`src/ird_pkg.sv`:
```
// Shared types and constants for the indexed ring deque.
package ird_pkg;

   localparam int DEFAULT_CAPACITY = 16;
   localparam int WORD_W = 64;
   localparam int POS_W = 5;
   localparam int LEN_W = 5;

   typedef enum logic [2:0] {
      KIND_PUSH_BACK  = 3'd0,
      KIND_PUSH_FRONT = 3'd1,
      KIND_POP_BACK   = 3'd2,
      KIND_POP_FRONT  = 3'd3,
      KIND_GET        = 3'd4,
      KIND_SET        = 3'd5,
      KIND_REMOVE     = 3'd6
   } kind_type;

   typedef enum logic [1:0] {
      STATUS_OK   = 2'd0,
      STATUS_NONE = 2'd1,
      STATUS_FULL = 2'd2
   } status_type;

   typedef enum logic [1:0] {
      ST_IDLE,
      ST_READ,
      ST_DELIVER
   } state_type;

   typedef enum logic [1:0] {
      CELL_HOLD,
      CELL_WRITE,
      CELL_PULL,
      CELL_PUSH
   } cell_op_type;

   typedef struct packed {
      cell_op_type op;
      logic        capture;
      logic        shift;
   } cell_ctl_type;

endpackage

```
`src/ird_req_if.sv`:
```
// Request channel: valid, ready and the request word.
interface ird_req_if;
   logic              valid;
   logic              ready;
   logic [2:0]        kind;
   logic signed [4:0] position;
   logic [63:0]       value;

   modport source (output valid, output kind, output position, output value, input ready);
   modport sink (input valid, input kind, input position, input value, output ready);
endinterface

```
`src/ird_rsp_if.sv`:
```
// Response channel: valid, ready and the result word.
interface ird_rsp_if;
   logic        valid;
   logic        ready;
   logic [1:0]  status;
   logic [63:0] data_out;
   logic [4:0]  length;

   modport source (output valid, output status, output data_out, output length, input ready);
   modport sink (input valid, input status, input data_out, input length, output ready);
endinterface

```
`src/ird_cell.sv`:
```
// One storage cell of the deque chain with its read-out tap.
module ird_cell #(
   parameter int CAPACITY = 16,
   parameter int INDEX = 0
) (
   input  logic                                clock,
   input  ird_pkg::cell_ctl_type               ctl,
   input  logic [$clog2(CAPACITY)-1:0]         target,
   input  logic [ird_pkg::WORD_W-1:0]          value,
   input  logic [ird_pkg::WORD_W-1:0]          left_data,
   input  logic [ird_pkg::WORD_W-1:0]          right_data,
   input  logic [ird_pkg::WORD_W-1:0]          right_tap,
   output logic [ird_pkg::WORD_W-1:0]          data,
   output logic [ird_pkg::WORD_W-1:0]          tap
);
   import ird_pkg::*;

   localparam int IW = $clog2(CAPACITY);

   logic [WORD_W-1:0] data_ff, data_in;
   logic [WORD_W-1:0] tap_ff, tap_in;

   always_comb begin
      data_in = data_ff;
      unique case (ctl.op)
         CELL_HOLD: data_in = data_ff;
         CELL_WRITE: begin
            if (target == IW'(INDEX)) data_in = value;
         end
         CELL_PULL: begin
            if (IW'(INDEX) >= target) data_in = right_data;
         end
         CELL_PUSH: data_in = left_data;
         default: data_in = data_ff;
      endcase
   end

   always_comb begin
      priority if (ctl.capture) begin
         tap_in = data_ff;
      end else if (ctl.shift) begin
         tap_in = right_tap;
      end else begin
         tap_in = tap_ff;
      end
   end

   always_ff @(posedge clock) begin
      data_ff <= data_in;
      tap_ff  <= tap_in;
   end

   assign data = data_ff;
   assign tap  = tap_ff;
endmodule

```
`src/ird_ctrl.sv`:
```
// Request decode, length tracking, read sequencing and response register.
module ird_ctrl #(
   parameter int CAPACITY = 16
) (
   input  logic                                clock,
   input  logic                                reset,
   ird_req_if.sink                             req,
   ird_rsp_if.source                           rsp,
   output ird_pkg::cell_ctl_type               ctl,
   output logic [$clog2(CAPACITY)-1:0]         target,
   input  logic [ird_pkg::WORD_W-1:0]          head_data,
   input  logic [ird_pkg::WORD_W-1:0]          head_tap
);
   import ird_pkg::*;

   localparam int IW = $clog2(CAPACITY);
   localparam int CW = $clog2(CAPACITY + 1);
   localparam int CALC_W = (CW > POS_W + 1) ? CW : POS_W + 1;

   state_type state_ff, state_in;
   logic [CW-1:0] count_ff, count_in;
   logic [IW-1:0] remain_ff, remain_in;
   status_type pend_status_ff, pend_status_in;
   logic [WORD_W-1:0] pend_data_ff, pend_data_in;
   logic rsp_valid_ff, rsp_valid_in;
   status_type rsp_status_ff;
   logic [WORD_W-1:0] rsp_data_ff;
   logic [LEN_W-1:0] rsp_length_ff;

   logic accept, deliver;
   logic full, empty, hit, need_read;
   logic [CALC_W-1:0] pos_w, mag_w, count_w, idx_w;
   logic [IW-1:0] idx, read_idx, op_target;
   cell_op_type op;
   status_type status;
   logic [CW-1:0] count_next;
   logic [WORD_W-1:0] imm_data;

   assign accept  = req.valid && req.ready;
   assign deliver = (state_ff == ST_DELIVER) && (!rsp_valid_ff || rsp.ready);

   always_comb begin
      full    = (count_ff == CW'(CAPACITY));
      empty   = (count_ff == '0);
      pos_w   = CALC_W'({1'b0, req.position});
      mag_w   = CALC_W'(6'd32 - {1'b0, req.position});
      count_w = CALC_W'(count_ff);
      hit     = req.position[POS_W-1] ? (mag_w <= count_w) : (pos_w < count_w);
      idx_w   = req.position[POS_W-1] ? (count_w - mag_w) : pos_w;
      idx     = IW'(idx_w);
   end

   always_comb begin
      op         = CELL_HOLD;
      op_target  = idx;
      status     = STATUS_OK;
      count_next = count_ff;
      need_read  = 1'b0;
      read_idx   = idx;
      imm_data   = '0;
      unique case (kind_type'(req.kind))
         KIND_PUSH_BACK: begin
            if (full) begin
               status = STATUS_FULL;
            end else begin
               op         = CELL_WRITE;
               op_target  = IW'(count_ff);
               count_next = count_ff + CW'(1);
            end
         end
         KIND_PUSH_FRONT: begin
            if (full) begin
               status = STATUS_FULL;
            end else begin
               op         = CELL_PUSH;
               count_next = count_ff + CW'(1);
            end
         end
         KIND_POP_BACK: begin
            if (empty) begin
               status = STATUS_NONE;
            end else begin
               need_read  = 1'b1;
               read_idx   = IW'(count_ff - CW'(1));
               count_next = count_ff - CW'(1);
            end
         end
         KIND_POP_FRONT: begin
            if (empty) begin
               status = STATUS_NONE;
            end else begin
               op         = CELL_PULL;
               op_target  = '0;
               imm_data   = head_data;
               count_next = count_ff - CW'(1);
            end
         end
         KIND_GET: begin
            if (hit) need_read = 1'b1;
            else status = STATUS_NONE;
         end
         KIND_SET: begin
            if (hit) op = CELL_WRITE;
            else status = STATUS_NONE;
         end
         KIND_REMOVE: begin
            if (hit) begin
               op         = CELL_PULL;
               count_next = count_ff - CW'(1);
            end else begin
               status = STATUS_NONE;
            end
         end
         default: status = STATUS_NONE;
      endcase
   end

   always_comb begin
      state_in = state_ff;
      unique case (state_ff)
         ST_IDLE: begin
            if (accept) state_in = need_read ? ST_READ : ST_DELIVER;
         end
         ST_READ: begin
            if (remain_ff == '0) state_in = ST_DELIVER;
         end
         ST_DELIVER: begin
            if (deliver) state_in = ST_IDLE;
         end
         default: state_in = ST_IDLE;
      endcase
   end

   always_comb begin
      req.ready      = (state_ff == ST_IDLE);
      ctl.op         = CELL_HOLD;
      ctl.capture    = 1'b0;
      ctl.shift      = 1'b0;
      target         = op_target;
      count_in       = count_ff;
      remain_in      = remain_ff;
      pend_status_in = pend_status_ff;
      pend_data_in   = pend_data_ff;
      rsp_valid_in   = rsp_valid_ff && !rsp.ready;
      unique case (state_ff)
         ST_IDLE: begin
            if (accept) begin
               ctl.op         = op;
               ctl.capture    = 1'b1;
               count_in       = count_next;
               remain_in      = read_idx;
               pend_status_in = status;
               pend_data_in   = imm_data;
            end
         end
         ST_READ: begin
            if (remain_ff == '0) begin
               pend_data_in = head_tap;
            end else begin
               ctl.shift = 1'b1;
               remain_in = remain_ff - IW'(1);
            end
         end
         ST_DELIVER: begin
            if (deliver) rsp_valid_in = 1'b1;
         end
         default: ;
      endcase
   end

   always_ff @(posedge clock) begin
      if (reset) begin
         state_ff     <= ST_IDLE;
         count_ff     <= '0;
         rsp_valid_ff <= 1'b0;
      end else begin
         state_ff     <= state_in;
         count_ff     <= count_in;
         rsp_valid_ff <= rsp_valid_in;
      end
   end

   always_ff @(posedge clock) begin
      remain_ff      <= remain_in;
      pend_status_ff <= pend_status_in;
      pend_data_ff   <= pend_data_in;
      if (deliver) begin
         rsp_status_ff <= pend_status_ff;
         rsp_data_ff   <= pend_data_ff;
         rsp_length_ff <= LEN_W'(count_ff);
      end
   end

   assign rsp.valid    = rsp_valid_ff;
   assign rsp.status   = rsp_status_ff;
   assign rsp.data_out = rsp_data_ff;
   assign rsp.length   = rsp_length_ff;
endmodule

```
`src/indexed_ring_deque.sv`:
```
// Top level: a chain of storage cells in logical order under one controller.
// Push, pop_front, set, remove and refused requests: the result passes the deliver
// state into the response register; no new request is taken until it is there.
// Get and pop_back: the tap chain walks the word to cell 0 one cell a cycle,
// then the result passes the deliver state into the response register.
// Reset clears the length and the handshake state; cell contents are left as they are.
module indexed_ring_deque #(
   parameter int CAPACITY = ird_pkg::DEFAULT_CAPACITY
) (
   input  logic      clock,
   input  logic      reset,
   ird_req_if.sink   req,
   ird_rsp_if.source rsp
);
   import ird_pkg::*;

   localparam int IW = $clog2(CAPACITY);

   cell_ctl_type ctl;
   logic [IW-1:0] target;
   logic [WORD_W-1:0] cell_data [CAPACITY];
   logic [WORD_W-1:0] cell_tap [CAPACITY];

   ird_ctrl #(.CAPACITY(CAPACITY)) u_ctrl (
      .clock     (clock),
      .reset     (reset),
      .req       (req),
      .rsp       (rsp),
      .ctl       (ctl),
      .target    (target),
      .head_data (cell_data[0]),
      .head_tap  (cell_tap[0])
   );

   for (genvar g = 0; g < CAPACITY; g++) begin : g_cell
      logic [WORD_W-1:0] left_data, right_data, right_tap;

      if (g == 0) begin : g_first
         assign left_data = req.value;
      end else begin : g_inner
         assign left_data = cell_data[g-1];
      end

      if (g == CAPACITY - 1) begin : g_last
         assign right_data = '0;
         assign right_tap  = '0;
      end else begin : g_mid
         assign right_data = cell_data[g+1];
         assign right_tap  = cell_tap[g+1];
      end

      ird_cell #(.CAPACITY(CAPACITY), .INDEX(g)) u_cell (
         .clock      (clock),
         .ctl        (ctl),
         .target     (target),
         .value      (req.value),
         .left_data  (left_data),
         .right_data (right_data),
         .right_tap  (right_tap),
         .data       (cell_data[g]),
         .tap        (cell_tap[g])
      );
   end
endmodule

```
`src/flat_wrapper.sv`:
```
// flat-port wrapper written by rule: the top's interface ports become plain ports
module indexed_ring_deque_flat import ird_pkg::*;
#(
   parameter int CAPACITY = ird_pkg::DEFAULT_CAPACITY
)
  (clock, reset, req_valid, req_kind, req_position, req_value, req_ready, rsp_valid, rsp_status, rsp_data_out, rsp_length, rsp_ready);
  ird_req_if req_i ();
  ird_rsp_if rsp_i ();
  input  logic clock;
  input  logic reset;
  input wire logic [$bits(req_i.valid)-1:0] req_valid;
  input wire logic [$bits(req_i.kind)-1:0] req_kind;
  input wire logic [$bits(req_i.position)-1:0] req_position;
  input wire logic [$bits(req_i.value)-1:0] req_value;
  output wire logic [$bits(req_i.ready)-1:0] req_ready;
  output wire logic [$bits(rsp_i.valid)-1:0] rsp_valid;
  output wire logic [$bits(rsp_i.status)-1:0] rsp_status;
  output wire logic [$bits(rsp_i.data_out)-1:0] rsp_data_out;
  output wire logic [$bits(rsp_i.length)-1:0] rsp_length;
  input wire logic [$bits(rsp_i.ready)-1:0] rsp_ready;
  assign req_i.valid = req_valid;
  assign req_i.kind = req_kind;
  assign req_i.position = req_position;
  assign req_i.value = req_value;
  assign req_ready = req_i.ready;
  assign rsp_valid = rsp_i.valid;
  assign rsp_status = rsp_i.status;
  assign rsp_data_out = rsp_i.data_out;
  assign rsp_length = rsp_i.length;
  assign rsp_i.ready = rsp_ready;
  indexed_ring_deque #(.CAPACITY(CAPACITY)) u_core (.clock(clock), .reset(reset), .req(req_i), .rsp(rsp_i));
endmodule
```
`config.mk`:
```
export PLATFORM = sky130hd
export DESIGN_NAME = indexed_ring_deque_flat
export DESIGN_NICKNAME = d
export VERILOG_FILES = /design/src/ird_pkg.sv /design/src/ird_req_if.sv /design/src/ird_rsp_if.sv /design/src/ird_cell.sv /design/src/ird_ctrl.sv /design/src/indexed_ring_deque.sv /design/src/flat_wrapper.sv
export SDC_FILE = /design/constraint.sdc
export NUM_CORES = 2
export LEC_CHECK = 0
export ABC_AREA = 1
export BUFFER_PORTS_ARGS = -buffer_cell sky130_fd_sc_hd__clkbuf_2
export CAP_MARGIN = 10
export CORE_MARGIN = 3
export CORE_UTILIZATION = 50
export CTS_CLUSTER_DIAMETER = 100
export DETAILED_ROUTE_END_ITERATION = 6
export GPL_TIMING_DRIVEN = 0
export PLACE_DENSITY = 0.66
export SYNTH_ARGS = -nofsm -noshare
export SYNTH_HDL_FRONTEND = slang
export SYNTH_SLANG_ARGS = --single-unit
```
`constraint.sdc`:
```
create_clock -name clock -period 51.5 [get_ports clock]
set_input_delay 7.725 -clock clock [delete_from_list [all_inputs] [get_ports clock]]
set_output_delay 7.725 -clock clock [all_outputs]
set_load 0.005 [all_outputs]
```
### Word-level counts from Yosys, hierarchy flattened

Index checks and enable logic that the tools add are counted.

| storage, ports and cells | value |
|---|---|
| register bits | 2197 |
| output and inout bits | 73 |
| logic and storage cells | 293 |

| operators by class | value |
|---|---|
| add/subtract/negate cells | 5 |
| $lt $le $gt $ge | 18 |
| eq/ne operators | 66 |
| multiplexer cells | 123 |
| bitwise operators | 1 |
| reduce and logical (&&, ||, !) cells | 39 |

Operators by type and width:

| cell | count |
|---|---|
| 64-bit two-way mux | 68 |
| 64-bit one-hot mux with 3 select lines | 16 |
| 64-bit one-hot mux with 2 select lines | 1 |
| 2-bit inequality test, second input constant | 38 |
| 3-bit AND reduction | 19 |
| 4-bit equality test, second input constant | 8 |
| 4-bit greater-or-equal comparator, first input constant | 8 |
| 4-bit two-way mux | 7 |
| 4-bit by 3-bit equality test with 1-bit output, second input constant | 4 |
| 3-bit by 4-bit greater-or-equal comparator with 1-bit output, first input constant | 4 |
| 2-bit two-way mux | 8 |
| 4-bit one-hot mux with 2 select lines | 2 |
| 5-bit two-way mux | 3 |
| 5-bit one-hot mux with 3 select lines | 1 |
| 2-bit one-hot mux with 3 select lines | 2 |
| 1-bit two-way mux | 11 |
| 2-bit one-hot mux with 5 select lines | 1 |
| 3-bit equality test, second input constant | 3 |
| 4-bit by 2-bit equality test with 1-bit output, second input constant | 2 |
| 1-bit by 4-bit greater-or-equal comparator with 1-bit output, first input constant | 2 |
| 2-bit by 4-bit greater-or-equal comparator with 1-bit output, first input constant | 2 |
| 4-bit logical NOT | 2 |
| 2-bit equality test, second input constant | 3 |
| 3-bit by 2-bit equality test with 1-bit output, second input constant | 2 |
| other kinds (27) | 35 |

### Longest topological paths before layout

| depth | value |
|---|---|
| word-level depth | 10 |
| gate-level depth with buffers | 21 |
| depth with buffers taken out | 18 |

### By module

From an unflattened synthesis, not the netlist that was laid out.

| second synthesis, totals | value |
|---|---|
| cell total of the unflattened synthesis | 10582 |
| area, all modules | 101621.2 um^2 |

Modules (own cells, without submodules):

| module | instances | cells an instance | area an instance (um^2) |
|---|---|---|---|
| ird_cell (u_core.g_cell[12].u_cell ...) | 2 | 628 | 5905.7 |
| ird_ctrl | 1 | 572 | 6480.0 |
| ird_cell (u_core.g_cell[2].u_cell) | 1 | 619 | 6074.6 |
| ird_cell (u_core.g_cell[0].u_cell) | 1 | 634 | 6068.3 |
| ird_cell (u_core.g_cell[13].u_cell) | 1 | 624 | 6057.1 |
| ird_cell (u_core.g_cell[14].u_cell) | 1 | 622 | 6052.1 |
| ird_cell (u_core.g_cell[11].u_cell) | 1 | 629 | 6024.5 |
| ird_cell (u_core.g_cell[15].u_cell) | 1 | 629 | 6020.8 |
| ird_cell (u_core.g_cell[7].u_cell) | 1 | 629 | 5989.5 |
| ird_cell (u_core.g_cell[5].u_cell) | 1 | 627 | 5982.0 |
| ird_cell (u_core.g_cell[3].u_cell) | 1 | 626 | 5928.2 |
| ird_cell (u_core.g_cell[6].u_cell) | 1 | 624 | 5844.4 |
| ird_cell (u_core.g_cell[10].u_cell) | 1 | 626 | 5833.1 |
| ird_cell (u_core.g_cell[4].u_cell) | 1 | 623 | 5824.3 |
| 3 more rows | n/a | n/a | n/a |

### Least setup slack after synthesis

No wires, ideal clock.

| timing path | value |
|---|---|
| path kind | input port to flip-flop |
| start point | input port req_valid |
| end point | register u_core.g_cell[0].u_cell.tap_ff[0] (enable) |
| library setup time | 6.995 ns |
| data arrival time | 25.289 ns |
| required time | 44.505 ns |
| setup slack | 19.216 ns |
| stages on the path | 7 |
| path buffers | 3 |
| cell sequence | inv_1 -> nor2_1 -> inv_1 -> clkbuf_1 -> clkbuf_1 -> clkbuf_1 -> nand2_1 |

| on the way | value |
|---|---|
| cells in the longest elaborated chain, start to end | 4 |

Ends and longest elaborated chain:

| item | line | text |
|---|---|---|
| from (decl) | flat_wrapper.sv:11 | `input wire logic [$bits(req_i.valid)-1:0] req_valid;` |
| 1-bit logical AND | ird_ctrl.sv:39 | `assign accept = req.valid && req.ready;` |
| 3-bit two-way mux | ird_ctrl.sv:147 | `if (accept) begin` |
| 3-bit two-way mux | ird_ctrl.sv:145 | `unique case (state_ff)` |
| 2-bit nonzero test (no line) | n/a |  |
| to (signal assigned) | ird_cell.sv:50 | `tap_ff <= tap_in;` |
| to (decl) | ird_cell.sv:21 | `logic [WORD_W-1:0] tap_ff, tap_in;` |

Every way passes these cells.
A chain may end at the register's enable or synchronous reset.

### Worst setup path after layout

| timing path | value |
|---|---|
| start point | input port req_position[0] |
| end point | register u_core.g_cell[14].u_cell.data_ff[32] (enable) |

| on the way | value |
|---|---|
| cells in the longest elaborated chain, start to end | 10 |

Ends and longest elaborated chain:

| item | line | text |
|---|---|---|
| from (decl) | flat_wrapper.sv:13 | `input wire logic [$bits(req_i.position)-1:0] req_position;` |
| 6-bit by 5-bit subtractor with 6-bit output | ird_ctrl.sv:46 | `mag_w = CALC_W'(6'd32 - {1'b0, req.position});` |
| 6-bit by 5-bit less-or-equal comparator with 1-bit output | ird_ctrl.sv:48 | `hit = req.position[POS_W-1] ? (mag_w <= count_w) : (pos_w < count_w);` |
| 1-bit two-way mux | ird_ctrl.sv:48 |  |
| 1-bit two-way mux or 2-bit two-way mux (tied branches) | ird_ctrl.sv:103, ird_ctrl.sv:107 |  |
| 2-bit one-hot mux with 5 select lines | ird_ctrl.sv:61 | `unique case (kind_type'(req.kind))` |
| 3-bit two-way mux | ird_ctrl.sv:147 |  |
| 3-bit two-way mux | ird_ctrl.sv:145 |  |
| 2-bit equality test, or another cell as far along | ird_cell.sv:25 | `unique case (ctl.op)` |
| 2-bit inequality test (no line) or 1-bit inverter (tied branches) | n/a |  |
| 3-bit AND reduction (no line) (*) | n/a |  |
| to (signal assigned) | ird_cell.sv:49 | `data_ff <= data_in;` |
| to (decl) | ird_cell.sv:20 | `logic [WORD_W-1:0] data_ff, data_in;` |

Every way passes the cells marked *; elsewhere a longest branch is shown, timed or not.

==> flow_metrics.env <==
export IMPL_result_of_the_run="complete, but fails checks"
export IMPL_failing_checks="DRC"
export IMPL_num_rows=158
export IMPL_clock_transition_at_the_registers_of_the_reported_paths_ns=0.06
export IMPL_synthesis_instances=9145
export IMPL_synth_adder_area_share_pct=0.2332
export IMPL_wire_length_of_the_first_global_routing_pass_um=448900
export IMPL_syn_avg_cell_area_um2=10.33
export IMPL_power_ir_vdd_worst_mv=0.03617
export IMPL_cp_cell_sequence="clkbuf_2 -> inv_1 -> ha_1 -> xnor2_1 -> ha_1 -> nand2_1 -> inv_1 -> nand2_1 -> nand2_1 -> nand2_1 -> nand2_1 -> nand2_1 -> nand3_1 -> nand2_2 -> inv_1 -> nand2_1 -> clkbuf_1 -> buf_8 -> buf_2 -> nor2_1 -> nor2_4 -> buf_16 -> buf_12"
export IMPL_multiplexer_share_of_the_synthesized_area_pct=0.01060
export IMPL_routed_via_count=70441
export IMPL_timing_setup_tns_ns=0
export IMPL_timing_clock_skew_ns=0.03575
export IMPL_cp_max_fo=28
export IMPL_coreArea_um2=186600
export IMPL_post_drt_wl_per_cell_um=25.74
export IMPL_maxSlewHeadroom_pct=4.354
export IMPL_route_detailed_vias_per_inst=5.742
export IMPL_max_cap_viol_count=0
export IMPL_slowest_delay_ns=0.56
export IMPL_synthSimpleGateAreaFrac_pct=23.68
export IMPL_drt_pass1_iterations=7
export IMPL_grt_antenna_before_repair=9
export IMPL_mappedNetlistArea_um2=94430
export IMPL_dp_hpwl_um=227900
export IMPL_layout_cells_most_common="nand2_1"
export IMPL_sequentialPowerShare_pct=51.8
export IMPL_detailed_place_area_um2=100100
export IMPL_finalWorstSetupSlack_ns=39.58
export IMPL_count_of_hold_buffers_inserted_by_post_cts_repair=0
export IMPL_detail_route_wirelength_um=315700
export IMPL_startpoint_kind_of_the_worst_setup_timing_path="primary input"
export IMPL_critical_path_most_common_cell="nand2_1"
export IMPL_post_route_cells_drive_above_1_share_pct=8.024
export IMPL_reg2reg_depth=20
export IMPL_initial_utilization_pct=50.60
export IMPL_cts_resized_gates=0
export IMPL_post_synthesis_share_of_cell_area_spent_on_xor_and_xnor_gates_pct=0.08347
export IMPL_period_share_pct=23.15
export IMPL_final_design_area_no_fill_um2=107000
export IMPL_io_buffers=148
export IMPL_preCtsSetupSlack_ns=38.78
export IMPL_via_count_of_the_first_global_routing_pass=65681
export IMPL_tritoncts_num_sinks=2197
export IMPL_yosysUniqueCellTypes=33
export IMPL_finish_utilization_pct=57.33
export IMPL_total_nets_after_synthesis=9238
export IMPL_final_setup_viol_count=0
export IMPL_gpl_final_weighted_congestion=0.9892
export IMPL_post_cts_repair_setup_buffers=0
export IMPL_track_usage_pct=32.04
export IMPL_sequential_to_total_area_share_from_yosys_stat_pct=69.78
export IMPL_tightestPinTransition_ns=1.435
export IMPL_path_depth=23
export IMPL_most_common_layout_cells="nand2_1, edfxtp_1, nand3_1"
export IMPL_internal_power_mw=3.306
export IMPL_post_synth_main_area_contributors="edfxtp_1, nand2_1, nand3_1"
export IMPL_detail_route_drc_violations=3
export IMPL_timing_worst_setup_path_type="in2reg"
export IMPL_synth_top_family_by_area="simple AND/OR/NAND/NOR gates"
export IMPL_place_detailed_instances=11846
export IMPL_tritoncts="yes"
export IMPL_synth_ff_latch_count=2197
export IMPL_die_area_um2=194100
export IMPL_layout_filler_cells=15710
export IMPL_cts_htree_levels=4
export IMPL_chipHeight_um=440.6
export IMPL_yosys_area_top_type_share_pct=69.61
export IMPL_final_instance_count_excl_fill=12267
export IMPL_cts_buffers=220
export IMPL_cts_root_buffer="clkbuf_16"
export IMPL_design_final_nets=9682
export IMPL_final_seq_area_um2=65890
export IMPL_synth_compound_area_share_pct=2.495
export IMPL_final_period_minus_worst_setup_slack_ns=11.92
export IMPL_multi_input_area_um2=25170
export IMPL_ant_nets=0
export IMPL_power_density_nw_per_um2=42.63
export IMPL_timing_critical_path_max_delay_family="buffers and inverters"
export IMPL_combinational_group_share_of_total_power_pct=13.9
export IMPL_final_max_slew_viol_count=0
export IMPL_switchingPower_mw=1.256
export IMPL_crit_arrival_ns=12.45
export IMPL_switching_share_pct=27.53
export IMPL_cp_buffers_inverters=9
export IMPL_timing_critical_path_required_ns=52.03
export IMPL_max_freq_mhz=83.87
export IMPL_ctsLongestPathBuffers=3
export IMPL_overflow=0
export IMPL_design_portCount=149
export IMPL_synth_warning_count=0
export IMPL_critPathCaptureType="register"
export IMPL_timing_hold_worst_path_depth=0
export IMPL_grt_start_max_net_pins=67
export IMPL_holdCritPathClass="reg2reg"
export IMPL_worstSkewPairLatency_ns=0.87
export IMPL_cpMaxStageDelayCell="nand2_1"
export IMPL_detailed_route_iter0_violations=11387
export IMPL_grt_setup_unrepaired="no"
export IMPL_die_w_um=440.6
export IMPL_power_frac_clock_pct=34.4
export IMPL_area_growth_syn_to_layout_pct=13.30
export IMPL_synth_area_leader_cell="edfxtp_1"
export IMPL_power_leakage_nw=41.80
export IMPL_final_hold_violation_count=0
==> sequential cells by signal, indices dropped and copies added, names as in the netlist, 4 cells and up <==
name / cells
u_core.u_ctrl.remain_ff: 4
u_core.u_ctrl.count_ff: 5
u_core.u_ctrl.rsp.data_out: 64
u_core.u_ctrl.rsp.length: 5
u_core.u_ctrl.pend_data_ff: 64
u_core.g_cell.u_cell.data: 1024
u_core.g_cell.u_cell.tap: 1024
==> Yosys cell counts (all sizes together) <==
library cell,n
xnor2,2
o211ai,2
inv,316
nand2,4583
xor2,7
o31ai,64
edfxtp,2189
mux2i,1
nand4,3
o21ai,346
a22oi,1
ha,16
dfxtp,8
clkbuf,292
fa,1
and2,1
buf,242
nor2,118
o21a,1
a21oi,21
or2,1
nand3,929
nor3,1
==> stage by stage <==
step                power, mW  hold WS, ns
floorplan               2.851       0.4003
global placement        3.187       0.4022
detailed placement      3.009       0.4052
CTS                     4.549       0.4124
global route            4.699       0.4166
finish                  4.561       0.4126
==> path summary, 6_finish.rpt <==
kind	to	from	slack, ns
max	u_core.g_cell[14].u_cell.data[32]	req_position[0]	39.58
min	u_core.u_ctrl.rsp.data_out[0]	u_core.u_ctrl.pend_data_ff[0]	0.41
max reg2reg	u_core.g_cell[14].u_cell.data[32]	u_core.u_ctrl.count_ff[2]	46.33
min reg2reg	u_core.u_ctrl.rsp.data_out[0]	u_core.u_ctrl.pend_data_ff[0]	0.41
==> cell type report <==
cell class	count	share of cell area, %
Sequential cell	2197	61.59
Clock inverter	116	0.9121
Multi-Input combinational cell	6098	23.52
Inverter	316	1.113
Timing Repair Buffer	222	2.255
Antenna cell	16	0.03742
Buffer	534	2.193
Tap cell	2480	2.900
Clock buffer	288	5.483
==> power by group through the flow <==
stage / Clock [mW] / Combinational [mW] / Sequential (mW)
2_1_floorplan: 0 / 0.338 / 2.51
3_3_place_gp: 0 / 0.561 / 2.63
3_5_place_dp: 0 / 0.616 / 2.39
4_1_cts: 1.57 / 0.618 / 2.36
5_1_grt: 1.64 / 0.678 / 2.38
6_report: 1.57 / 0.633 / 2.36
==> layer usage <==
metal	part of all wire, %	wire length, µm	track usage [%]
met4	5.5	17280	15.84
met3	13	40040	8.240
met1	37	118100	42.73
met5	0.0041	13	0
met2	44	140200	48.95
==> cells by family after synthesis <==
kind of cell	Yosys count
mux	1
fa+ha+maj	17
simple gates	5636
xor+xnor	9
compound gates	435
flops	2197
buf+inv	850
No activity file was read; power rests on OpenSTA's default activity.
